## config.mk

```make
export PLATFORM = sky130hd
export DESIGN_NAME = epoch_seconds_to_calendar_core_flat
export DESIGN_NICKNAME = d
export VERILOG_FILES = /design/src/sv/epc_pkg.sv /design/src/sv/epc_if.sv /design/src/sv/epoch_seconds_to_calendar_core.sv /design/src/sv/epc_time_split.sv /design/src/sv/epc_date_calc.sv /design/src/flat_wrapper.sv
export VERILOG_INCLUDE_DIRS = /design/src /design/src/sv
export SDC_FILE = /design/constraint.sdc
export NUM_CORES = 2
export LEC_CHECK = 0
export ABC_AREA = 1
export BUFFER_PORTS_ARGS = -buffer_cell sky130_fd_sc_hd__buf_2
export CAP_MARGIN = 20
export CORE_MARGIN = 5
export CORE_UTILIZATION = 30
export CTS_BUF_LIST = sky130_fd_sc_hd__clkbuf_8 sky130_fd_sc_hd__clkbuf_16
export CTS_CLUSTER_SIZE = 16
export DETAILED_ROUTE_END_ITERATION = 10
export HOLD_SLACK_MARGIN = 0.02
export PLACE_DENSITY = 0.44
export SETUP_SLACK_MARGIN = 0.3
export SLEW_MARGIN = 20
export SYNTH_ARGS = -nofsm -noshare
export SYNTH_HDL_FRONTEND = slang
export SYNTH_HIERARCHICAL = 1
export SYNTH_SLANG_ARGS = --single-unit
```

## constraint.sdc

```tcl
create_clock -name clk -period 21.2 [get_ports clk]
set_input_delay 3.18 -clock clk [delete_from_list [all_inputs] [get_ports clk]]
set_output_delay 3.18 -clock clk [all_outputs]
set_load 0.05 [all_outputs]
```

## src/sv/epoch_seconds_to_calendar_core_macros.svh

```systemverilog
// assertion macros shared by the converter modules
`ifndef EPOCH_SECONDS_TO_CALENDAR_CORE_MACROS_SVH
`define EPOCH_SECONDS_TO_CALENDAR_CORE_MACROS_SVH

// condition must hold on every edge out of reset
`define EPC_ASSERT_ALWAYS(lbl, cond, msg) \
  lbl: assert property (@(posedge clk) disable iff (rst) (cond)) else $error(msg);

// consequent must hold in the same cycle as the antecedent
`define EPC_ASSERT_IMP(lbl, ante, cons, msg) \
  lbl: assert property (@(posedge clk) disable iff (rst) (ante) |-> (cons)) else $error(msg);

// consequent must hold in the cycle after the antecedent
`define EPC_ASSERT_NXT(lbl, ante, cons, msg) \
  lbl: assert property (@(posedge clk) disable iff (rst) (ante) |=> (cons)) else $error(msg);

`endif

```

## src/sv/epc_pkg.sv

```systemverilog
`timescale 1ns / 1ps

package epc_pkg;

  // field widths
  localparam int unsigned EPOCH_W  = 32;
  localparam int unsigned YEAR_W   = 12;
  localparam int unsigned MONTH_W  = 4;
  localparam int unsigned DAY_W    = 5;
  localparam int unsigned HOUR_W   = 5;
  localparam int unsigned MINUTE_W = 6;
  localparam int unsigned SECOND_W = 6;

  // internal widths
  localparam int unsigned Q1_W   = 27;  // seconds / 60
  localparam int unsigned Q2_W   = 21;  // seconds / 3600
  localparam int unsigned DAYS_W = 16;  // whole days since the epoch
  localparam int unsigned DOY_W  = 9;   // day of the march-based year, offset by 30
  localparam int unsigned YIDX_W = 8;   // year index from 1969

  // calendar constants
  localparam int unsigned ERA_OFFSET_DAYS   = 719499;
  localparam int unsigned SEARCH_START_YEAR = 1969;
  localparam int unsigned MONTH_NUM         = 367;
  localparam int unsigned DAYS_PER_YEAR     = 365;
  localparam int unsigned MARCH_SHIFT       = 30;
  localparam int unsigned MONTHS            = 12;
  localparam int unsigned MONTH_SHIFT       = 2;   // march-based month to january-based

  // reciprocals for division by constants, exact over the ranges in use
  localparam logic [31:0] RECIP_60_A  = 32'h8888_8889;   // 32-bit value / 60, shift 37
  localparam int unsigned SHIFT_60_A  = 37;
  localparam logic [27:0] RECIP_60_B  = 28'd143165577;   // 27-bit value / 60, shift 33
  localparam int unsigned SHIFT_60_B  = 33;
  localparam logic [17:0] RECIP_3     = 18'd174763;      // 18-bit value / 3, shift 19
  localparam int unsigned SHIFT_3     = 19;
  localparam logic [15:0] RECIP_366   = 16'd45840;       // 16-bit value / 366, shift 24
  localparam int unsigned SHIFT_366   = 24;

  // whole-year day count with the 4/100/400 leap rules
  function automatic int unsigned days_before_year(int unsigned y);
    return y * DAYS_PER_YEAR + y / 4 - y / 100 + y / 400;
  endfunction

  localparam int unsigned DBY_START = days_before_year(SEARCH_START_YEAR);

  // bias taking whole days to the search variable (day count minus start year minus shift)
  localparam logic [DAYS_W-1:0] DAY_BIAS =
    DAYS_W'(ERA_OFFSET_DAYS - DBY_START - MARCH_SHIFT);

  // year table: days from the start year to the start of each later year
  localparam int unsigned YEAR_SPAN = 138;
  typedef logic [DAYS_W-1:0] year_off_tab_t [YEAR_SPAN];

  function automatic year_off_tab_t build_year_off();
    year_off_tab_t tab;
    for (int j = 0; j < YEAR_SPAN; j++) begin
      tab[j] = DAYS_W'(days_before_year(SEARCH_START_YEAR + j) - DBY_START);
    end
    return tab;
  endfunction

  localparam year_off_tab_t YEAR_OFF = build_year_off();

  // month boundaries 367*m/12 of the march-based year
  typedef logic [DOY_W-1:0] month_tab_t [MONTHS+1];

  function automatic month_tab_t build_month_start();
    month_tab_t tab;
    for (int m = 0; m <= MONTHS; m++) begin
      tab[m] = DOY_W'((MONTH_NUM * m) / 12);
    end
    return tab;
  endfunction

  localparam month_tab_t MONTH_START = build_month_start();

  // time of day plus day count, between the two halves
  typedef struct packed {
    logic [DAYS_W-1:0]   days;
    logic [HOUR_W-1:0]   hour;
    logic [MINUTE_W-1:0] minute;
    logic [SECOND_W-1:0] second;
  } epc_tod_t;

  // full calendar result
  typedef struct packed {
    logic [YEAR_W-1:0]   year;
    logic [MONTH_W-1:0]  month;
    logic [DAY_W-1:0]    day;
    logic [HOUR_W-1:0]   hour;
    logic [MINUTE_W-1:0] minute;
    logic [SECOND_W-1:0] second;
  } epc_cal_t;

endpackage

```

## src/sv/epc_if.sv

```systemverilog
`timescale 1ns / 1ps

// timestamp channel
interface epc_in_if;
  import epc_pkg::*;
  logic                 valid;
  logic                 ready;
  logic [EPOCH_W-1:0]   epoch_seconds;
  modport source (output valid, output epoch_seconds, input ready);
  modport sink   (input valid, input epoch_seconds, output ready);
endinterface

// calendar channel
interface epc_out_if;
  import epc_pkg::*;
  logic                 valid;
  logic                 ready;
  logic [YEAR_W-1:0]    year;
  logic [MONTH_W-1:0]   month;
  logic [DAY_W-1:0]     day;
  logic [HOUR_W-1:0]    hour;
  logic [MINUTE_W-1:0]  minute;
  logic [SECOND_W-1:0]  second;
  modport source (output valid, output year, output month, output day,
                  output hour, output minute, output second, input ready);
  modport sink   (input valid, input year, input month, input day,
                  input hour, input minute, input second, output ready);
endinterface

```

## src/sv/epoch_seconds_to_calendar_core.sv

```systemverilog
`timescale 1ns / 1ps

// Converts a 32-bit unsigned count of seconds since 1970-01-01 00:00:00 UTC into the
// Gregorian year, month, day, hour, minute and second. Every input value gives a valid
// date, the last being 2106-02-07 06:28:15. The converter is an eleven-stage pipeline
// that takes one word per cycle while nothing stalls and holds no state between words.
// Its depth is set by the chain of reciprocal multiplies (by 60 and 60, then by 3 after a
// divide by 8, for the time of day, by 366 for the year estimate), the year-table
// correction and the month boundary compare, each with a stage of its own. Backpressure
// stalls only the stages that are full, so bubbles close up and the input keeps flowing
// while a result waits at the output, until the pipe has filled.
module epoch_seconds_to_calendar_core (
  input  logic       clk,
  input  logic       rst,
  epc_in_if.sink     stamp,
  epc_out_if.source  calendar
);
  import epc_pkg::*;

  logic     tod_valid;
  logic     tod_ready;
  epc_tod_t tod;
  epc_cal_t cal;

  // time of day and day count
  epc_time_split u_time_split (
    .clk           (clk),
    .rst           (rst),
    .up_valid      (stamp.valid),
    .up_ready      (stamp.ready),
    .epoch_seconds (stamp.epoch_seconds),
    .dn_valid      (tod_valid),
    .dn_ready      (tod_ready),
    .tod           (tod)
  );

  // year, month and day
  epc_date_calc u_date_calc (
    .clk      (clk),
    .rst      (rst),
    .up_valid (tod_valid),
    .up_ready (tod_ready),
    .tod      (tod),
    .dn_valid (calendar.valid),
    .dn_ready (calendar.ready),
    .cal      (cal)
  );

  assign calendar.year   = cal.year;
  assign calendar.month  = cal.month;
  assign calendar.day    = cal.day;
  assign calendar.hour   = cal.hour;
  assign calendar.minute = cal.minute;
  assign calendar.second = cal.second;

endmodule

```

## src/sv/epc_time_split.sv

```systemverilog
`timescale 1ns / 1ps
`include "epoch_seconds_to_calendar_core_macros.svh"

module epc_time_split (
  input  logic                          clk,
  input  logic                          rst,
  input  logic                          up_valid,
  output logic                          up_ready,
  input  logic [epc_pkg::EPOCH_W-1:0]   epoch_seconds,
  output logic                          dn_valid,
  input  logic                          dn_ready,
  output epc_pkg::epc_tod_t             tod
);
  import epc_pkg::*;

  localparam int unsigned STAGES = 5;
  localparam int unsigned LAST   = STAGES - 1;

  logic [STAGES-1:0] v;
  logic [STAGES-1:0] en;

  // stage registers
  logic [EPOCH_W-1:0]  x0;
  logic [EPOCH_W-1:0]  x1;
  logic [Q1_W-1:0]     q1_1;
  logic [Q1_W-1:0]     q1_2;
  logic [Q2_W-1:0]     q2_2;
  logic [SECOND_W-1:0] sec2;
  logic [SECOND_W-1:0] sec3;
  logic [MINUTE_W-1:0] min3;
  logic [Q2_W-1:0]     q2_3;
  logic [DAYS_W-1:0]   days3;
  epc_tod_t            tod4;

  // next values
  logic [2*EPOCH_W-1:0]      prod1;
  logic [Q1_W+28-1:0]        prod2;
  logic [35:0]               prod3;
  logic [EPOCH_W-1:0]        q1_ext;
  logic [EPOCH_W-1:0]        sec_rem;
  logic [Q1_W-1:0]           q2_ext;
  logic [Q1_W-1:0]           min_rem;
  logic [Q2_W-1:0]           days_ext;
  logic [Q2_W-1:0]           hour_rem;
  logic [Q1_W-1:0]           q1_next;
  logic [Q2_W-1:0]           q2_next;
  logic [SECOND_W-1:0]       sec_next;
  logic [MINUTE_W-1:0]       min_next;
  logic [DAYS_W-1:0]         days_next;
  epc_tod_t                  tod_next;

  // backpressure: a stage moves when it is empty or the next one moves
  always_comb begin
    en[LAST] = !v[LAST] || dn_ready;
    for (int i = LAST - 1; i >= 0; i--) begin
      en[i] = !v[i] || en[i+1];
    end
  end

  always_ff @(posedge clk) begin
    if (rst) begin
      v <= '0;
    end else begin
      if (en[0]) v[0] <= up_valid;
      for (int i = 1; i < STAGES; i++) begin
        if (en[i]) v[i] <= v[i-1];
      end
    end
  end

  // seconds / 60
  always_comb begin
    prod1   = (2*EPOCH_W)'(x0) * (2*EPOCH_W)'(RECIP_60_A);
    q1_next = prod1[SHIFT_60_A +: Q1_W];
  end

  // second of minute, and minutes / 60
  always_comb begin
    q1_ext   = EPOCH_W'(q1_1);
    sec_rem  = x1 - ((q1_ext << 6) - (q1_ext << 2));
    sec_next = sec_rem[SECOND_W-1:0];
    prod2    = (Q1_W+28)'(q1_1) * (Q1_W+28)'(RECIP_60_B);
    q2_next  = prod2[SHIFT_60_B +: Q2_W];
  end

  // minute of hour, and hours / 24 as (hours / 8) / 3
  always_comb begin
    q2_ext    = Q1_W'(q2_2);
    min_rem   = q1_2 - ((q2_ext << 6) - (q2_ext << 2));
    min_next  = min_rem[MINUTE_W-1:0];
    prod3     = 36'(q2_2[Q2_W-1:3]) * 36'(RECIP_3);
    days_next = prod3[SHIFT_3 +: DAYS_W];
  end

  // hour of day
  always_comb begin
    days_ext        = Q2_W'(days3);
    hour_rem        = q2_3 - ((days_ext << 4) + (days_ext << 3));
    tod_next.days   = days3;
    tod_next.hour   = hour_rem[HOUR_W-1:0];
    tod_next.minute = min3;
    tod_next.second = sec3;
  end

  always_ff @(posedge clk) begin
    if (en[0]) x0 <= epoch_seconds;
    if (en[1]) begin
      x1   <= x0;
      q1_1 <= q1_next;
    end
    if (en[2]) begin
      q1_2 <= q1_1;
      q2_2 <= q2_next;
      sec2 <= sec_next;
    end
    if (en[3]) begin
      sec3  <= sec2;
      min3  <= min_next;
      q2_3  <= q2_2;
      days3 <= days_next;
    end
    if (en[4]) tod4 <= tod_next;
  end

  assign up_ready = en[0];
  assign dn_valid = v[LAST];
  assign tod      = tod4;

  // checks
  `EPC_ASSERT_NXT(a_enter, up_valid && up_ready, v[0], "accepted word did not enter the pipe")
  `EPC_ASSERT_IMP(a_drain_ready, !dn_valid, up_ready, "empty output stage but input stalled")
  `EPC_ASSERT_IMP(a_sec_range, v[2], sec2 < 6'd60, "second remainder out of range")
  `EPC_ASSERT_IMP(a_tod_range, dn_valid, (tod.minute < 6'd60) && (tod.hour < 5'd24),
                  "minute or hour out of range")

endmodule

```

## src/sv/epc_date_calc.sv

```systemverilog
`timescale 1ns / 1ps
`include "epoch_seconds_to_calendar_core_macros.svh"

module epc_date_calc (
  input  logic                 clk,
  input  logic                 rst,
  input  logic                 up_valid,
  output logic                 up_ready,
  input  epc_pkg::epc_tod_t    tod,
  output logic                 dn_valid,
  input  logic                 dn_ready,
  output epc_pkg::epc_cal_t    cal
);
  import epc_pkg::*;

  localparam int unsigned STAGES = 6;
  localparam int unsigned LAST   = STAGES - 1;

  logic [STAGES-1:0] v;
  logic [STAGES-1:0] en;

  // stage registers
  epc_tod_t            tod0, tod1, tod2, tod3, tod4;
  logic [DAYS_W-1:0]   e0, e1, e2;
  logic [DAYS_W-1:0]   em1_0;
  logic [YIDX_W-1:0]   j0_1, j0_2;
  logic [DAYS_W-1:0]   off_lo2, off_hi2;
  logic [YEAR_W-1:0]   yr3, yr4;
  logic [DOY_W-1:0]    t3, t4;
  logic [MONTH_W-1:0]  mon4;
  epc_cal_t            cal5;

  // next values
  logic [2*DAYS_W-1:0] prod4;
  logic [YIDX_W-1:0]   j0_next;
  logic [YIDX_W-1:0]   j0_inc;
  logic                take_hi;
  logic [YIDX_W-1:0]   j_sel;
  logic [DAYS_W-1:0]   off_sel;
  logic [DAYS_W:0]     t_wide;
  logic [MONTH_W-1:0]  mon_next;
  logic [DOY_W-1:0]    day_wide;
  epc_cal_t            cal_next;

  // backpressure: a stage moves when it is empty or the next one moves
  always_comb begin
    en[LAST] = !v[LAST] || dn_ready;
    for (int i = LAST - 1; i >= 0; i--) begin
      en[i] = !v[i] || en[i+1];
    end
  end

  always_ff @(posedge clk) begin
    if (rst) begin
      v <= '0;
    end else begin
      if (en[0]) v[0] <= up_valid;
      for (int i = 1; i < STAGES; i++) begin
        if (en[i]) v[i] <= v[i-1];
      end
    end
  end

  // year estimate from below: (e - 1) / 366
  always_comb begin
    prod4   = (2*DAYS_W)'(em1_0) * (2*DAYS_W)'(RECIP_366);
    j0_next = prod4[SHIFT_366 +: YIDX_W];
    j0_inc  = j0_1 + YIDX_W'(1);
  end

  // estimate is low by at most one year: settle it and take the day of year
  always_comb begin
    take_hi = off_hi2 < e2;
    j_sel   = take_hi ? (j0_2 + YIDX_W'(1)) : j0_2;
    off_sel = take_hi ? off_hi2 : off_lo2;
    t_wide  = (DAYS_W+1)'(e2) + (DAYS_W+1)'(MARCH_SHIFT) - (DAYS_W+1)'(off_sel);
  end

  // month of the march-based year: last boundary below the day
  always_comb begin
    mon_next = MONTH_W'(1);
    for (int m = 2; m <= MONTHS; m++) begin
      if (t3 > MONTH_START[m]) mon_next = MONTH_W'(m);
    end
  end

  // day of month and move to january-based months
  always_comb begin
    day_wide        = t4 - MONTH_START[mon4];
    cal_next.day    = day_wide[DAY_W-1:0];
    cal_next.hour   = tod4.hour;
    cal_next.minute = tod4.minute;
    cal_next.second = tod4.second;
    if (mon4 > MONTH_W'(MONTHS - MONTH_SHIFT)) begin
      cal_next.month = mon4 - MONTH_W'(MONTHS - MONTH_SHIFT);
      cal_next.year  = yr4 + YEAR_W'(1);
    end else begin
      cal_next.month = mon4 + MONTH_W'(MONTH_SHIFT);
      cal_next.year  = yr4;
    end
  end

  always_ff @(posedge clk) begin
    if (en[0]) begin
      tod0  <= tod;
      e0    <= tod.days + DAY_BIAS;
      em1_0 <= tod.days + DAY_BIAS - DAYS_W'(1);
    end
    if (en[1]) begin
      tod1 <= tod0;
      e1   <= e0;
      j0_1 <= j0_next;
    end
    if (en[2]) begin
      tod2    <= tod1;
      e2      <= e1;
      j0_2    <= j0_1;
      off_lo2 <= YEAR_OFF[j0_1];
      off_hi2 <= YEAR_OFF[j0_inc];
    end
    if (en[3]) begin
      tod3 <= tod2;
      yr3  <= YEAR_W'(SEARCH_START_YEAR) + YEAR_W'(j_sel);
      t3   <= t_wide[DOY_W-1:0];
    end
    if (en[4]) begin
      tod4 <= tod3;
      yr4  <= yr3;
      t4   <= t3;
      mon4 <= mon_next;
    end
    if (en[5]) cal5 <= cal_next;
  end

  assign up_ready = en[0];
  assign dn_valid = v[LAST];
  assign cal      = cal5;

  // checks
  `EPC_ASSERT_NXT(a_enter, up_valid && up_ready, v[0], "accepted word did not enter the pipe")
  `EPC_ASSERT_IMP(a_drain_ready, !dn_valid, up_ready, "empty output stage but input stalled")
  `EPC_ASSERT_IMP(a_year_pick, v[2], off_lo2 < e2, "year estimate above the true year")
  `EPC_ASSERT_IMP(a_date_range, dn_valid,
                  (cal.month >= 4'd1) && (cal.month <= 4'd12) &&
                  (cal.day >= 5'd1) && (cal.day <= 5'd31),
                  "month or day out of range")

endmodule

```

## src/flat_wrapper.sv

```systemverilog
// flat-port wrapper written by rule: the top's interface ports become plain ports
module epoch_seconds_to_calendar_core_flat import epc_pkg::*;
  (clk, rst, stamp_valid, stamp_epoch_seconds, stamp_ready, calendar_valid, calendar_year, calendar_month, calendar_day, calendar_hour, calendar_minute, calendar_second, calendar_ready);
  epc_in_if stamp_i ();
  epc_out_if calendar_i ();
  input  logic clk;
  input  logic rst;
  input wire logic [$bits(stamp_i.valid)-1:0] stamp_valid;
  input wire logic [$bits(stamp_i.epoch_seconds)-1:0] stamp_epoch_seconds;
  output wire logic [$bits(stamp_i.ready)-1:0] stamp_ready;
  output wire logic [$bits(calendar_i.valid)-1:0] calendar_valid;
  output wire logic [$bits(calendar_i.year)-1:0] calendar_year;
  output wire logic [$bits(calendar_i.month)-1:0] calendar_month;
  output wire logic [$bits(calendar_i.day)-1:0] calendar_day;
  output wire logic [$bits(calendar_i.hour)-1:0] calendar_hour;
  output wire logic [$bits(calendar_i.minute)-1:0] calendar_minute;
  output wire logic [$bits(calendar_i.second)-1:0] calendar_second;
  input wire logic [$bits(calendar_i.ready)-1:0] calendar_ready;
  assign stamp_i.valid = stamp_valid;
  assign stamp_i.epoch_seconds = stamp_epoch_seconds;
  assign stamp_ready = stamp_i.ready;
  assign calendar_valid = calendar_i.valid;
  assign calendar_year = calendar_i.year;
  assign calendar_month = calendar_i.month;
  assign calendar_day = calendar_i.day;
  assign calendar_hour = calendar_i.hour;
  assign calendar_minute = calendar_i.minute;
  assign calendar_second = calendar_i.second;
  assign calendar_i.ready = calendar_ready;
  epoch_seconds_to_calendar_core u_core (.clk(clk), .rst(rst), .stamp(stamp_i), .calendar(calendar_i));
endmodule
```

==> results.sh <==
export IMPL_drt_iter0_drc=1930
export IMPL_dpl_cell_area_um2=51600
export IMPL_cts_setup_buffers=0
export IMPL_grt_pass1_vias=36500
export IMPL_outcome="finished, final reports clean"
export IMPL_crit_family="buffers and inverters"
export IMPL_period_minus_slack_ps=11360
export IMPL_num_nets_final=6883
export IMPL_htreeDepth=2
export IMPL_crit_top_cell="nor2_1"
export IMPL_ant_nets=0
export IMPL_critPathSlowestCell="nand2_2"
export IMPL_max_freq_mhz=88.0
export IMPL_syn_mean_instance_area_um2=8.78
export IMPL_maxSlewViolCount=0
export IMPL_start_util_pct=30.2
export IMPL_globalRouteTotalUtil_pct=15.7
export IMPL_synth_warnings=6
export IMPL_antenna_found_initial=3
export IMPL_cp_end_kind="output pin"
export IMPL_setup_viol=0
export IMPL_dieArea_um2=170000
export IMPL_tightest_slew_ps=1020
export IMPL_via_per_inst=4.54
export IMPL_critPathMaxStageDelay_ps=740
export IMPL_die_x_um=413
export IMPL_fin_crit_sh_pct=53.6
export IMPL_cts_resized_gates=0
export IMPL_drc=0
export IMPL_synth_enable_flop_cells=434
export IMPL_cts_tree="yes"
export IMPL_fin_skew_ps=26.8
export IMPL_wl_um=133000
export IMPL_root_buffer="clkbuf_16"
export IMPL_synth_top_area_share_pct=26.8
export IMPL_clk_pin_slew_ps=60
export IMPL_cts_hold_buf=0
export IMPL_cp_arrival_ps=8180
export IMPL_yosysTopAreaCell="edfxtp_1"
export IMPL_synth_cell_types=66
export IMPL_slew_headroom_pct=31.9
export IMPL_crit_buf_inv=14
export IMPL_ys_flop_type="edfxtp_1"
export IMPL_clk_latency_ps=630
export IMPL_pin_count=76
export IMPL_synth_area_top_cells="edfxtp_1 27%, ha_1 21%, fa_1 17%"
export IMPL_hold_viol=0
export IMPL_yosys_cell_count_top_type="inv_1"
export IMPL_tns_ps=0
export IMPL_fin_area_um2=53400
export IMPL_synthArstFlopShare_pct=0
export IMPL_rows=147
export IMPL_max_clock_path_buffers=3
export IMPL_ys_seq_area_share_pct=27.3
export IMPL_grt_pass1_wl_um=208000
export IMPL_clock_sinks=445
export IMPL_area_delta_synth_final_pct=9.72
export IMPL_drv_cap=0
export IMPL_dp_cells=7747
export IMPL_ys_top_cells_by_count="1288 x inv_1, 1080 x nand2_1, 797 x ha_1"
export IMPL_dr_pass1_iters=8
export IMPL_drive_gt1_share_pct=5.18
export IMPL_rsz0062_at_grt="no"
export IMPL_die_h_um=413
export IMPL_grt_ovfl_total=0
export IMPL_gp_congestion=0.878
export IMPL_min_path_type="flop to flop"
export IMPL_cts_buffers=49
export IMPL_synth_cells=5541
export IMPL_path_class="primary input to output pin"
export IMPL_worst_ep_required_time_ps=18020
export IMPL_fin_cells=7839
export IMPL_hpwl_um=114000
export IMPL_yosys_register_bits=445
export IMPL_synth_fp_nets=6786
export IMPL_syn_area_um2=48600
export IMPL_grt_max_degree=69
export IMPL_routed_via_count=35600
export IMPL_cp_start_kind="primary input"
export IMPL_post_drt_wl_per_cell_um=16.9
export IMPL_holdWs_ps=416
export IMPL_coreArea_um2=161000
export IMPL_portBuffers=75
export IMPL_worstPathMaxFanout=68
## final timing paths
check                                                  from                      endpoint  slack [ps]  depth (start not counted)
worst min-delay path            u_core/u_date_calc/tod2[10]   u_core/u_date_calc/tod3[10]         420                          0
worst max register to register    u_core/u_time_split/x0[5]  u_core/u_time_split/q1_1[14]       14770                         24
worst max-delay path                         calendar_ready                   stamp_ready        9840                         25
worst min register to register  u_core/u_date_calc/tod2[10]   u_core/u_date_calc/tod3[10]         420                          0
## layout by cell type (no fill, tap or decap), drive strengths merged, types with 5 or more instances in the layout
master	instances
dfxtp	11
clkbuf	56
nand2	1108
nand4	43
a21oi	263
nor2	370
nor4	10
a21o	20
fa	412
or2	5
a21boi	6
ha	797
buf	92
clkinv	12
o21bai	23
nand3	230
nor3	47
bufinv	9
inv	1330
edfxtp	434
o21ai	209
a31oi	17
o21a	8
xor2	66
nand3b	5
xnor2	28
o211ai	17
and2	8
o31ai	9
## sequential cells by signal, indices dropped and copies added, names as in the netlist, 17 cells and up
register / cells
u_core/u_date_calc/cal_next: 17
u_core/u_time_split/q1_1: 27
u_core/u_date_calc/tod2: 17
u_core/u_date_calc/tod3: 17
u_core/u_time_split/tod: 33
u_core/u_date_calc/tod1: 17
u_core/u_date_calc/tod0: 17
u_core/u_time_split/x0: 32
u_core/u_time_split/q2_2: 21
u_core/u_date_calc/cal: 38
## per-layer routing
layer	wire [µm]	vias to the layer above	GRT usage [%]	part of all wire, %
li1	-	17900	-	-
met1	62500	16900	21.6	47
met2	62100	625	26.6	47
met3	5370	128	1.86	4.0
met4	2580	0	3.03	1.9
met5	0	-	0	0
## cell families (layout without fill, tap and decap cells)
family                   after synthesis  in the layout  synth area share (%)
AO/OA/AOI/OAI                        596            596                  6.83
XOR/XNOR                              94             94                  1.81
adder cells (fa/ha/maj)             1209           1209                  37.5
buffers and inverters               1363           1500                  10.7
flip-flops                           445            445                  27.3
multiplexers                           4              4                0.0849
other                                  0              1                     0
AND/OR/NAND/NOR                     1830           1830                  15.9
## layout make-up
| cell class | count | area, µm² |
|---|---|---|
| sequential | 445 | 13300 |
| inverter | 1317 | 4940 |
| tap | 2160 | 2700 |
| timing repair buffer | 92 | 503 |
| fill | 17000 | 108000 |
| clock buffer | 56 | 1320 |
| multi-input combinational | 3733 | 30200 |
| antenna | 1 | 2.50 |
| clock inverter | 35 | 449 |
## metrics by stage
stage                     util [%]  setup slack (ps)
after floorplan                  -              5760
after global placement        32.0              9540
after detailed placement      32.0              9650
after CTS                     33.1              9640
after global routing          33.1              9200
final                         33.2              9840
Power is not shown: default switching activity piles up to over one toggle a cycle in this logic, so the estimate is an artifact.
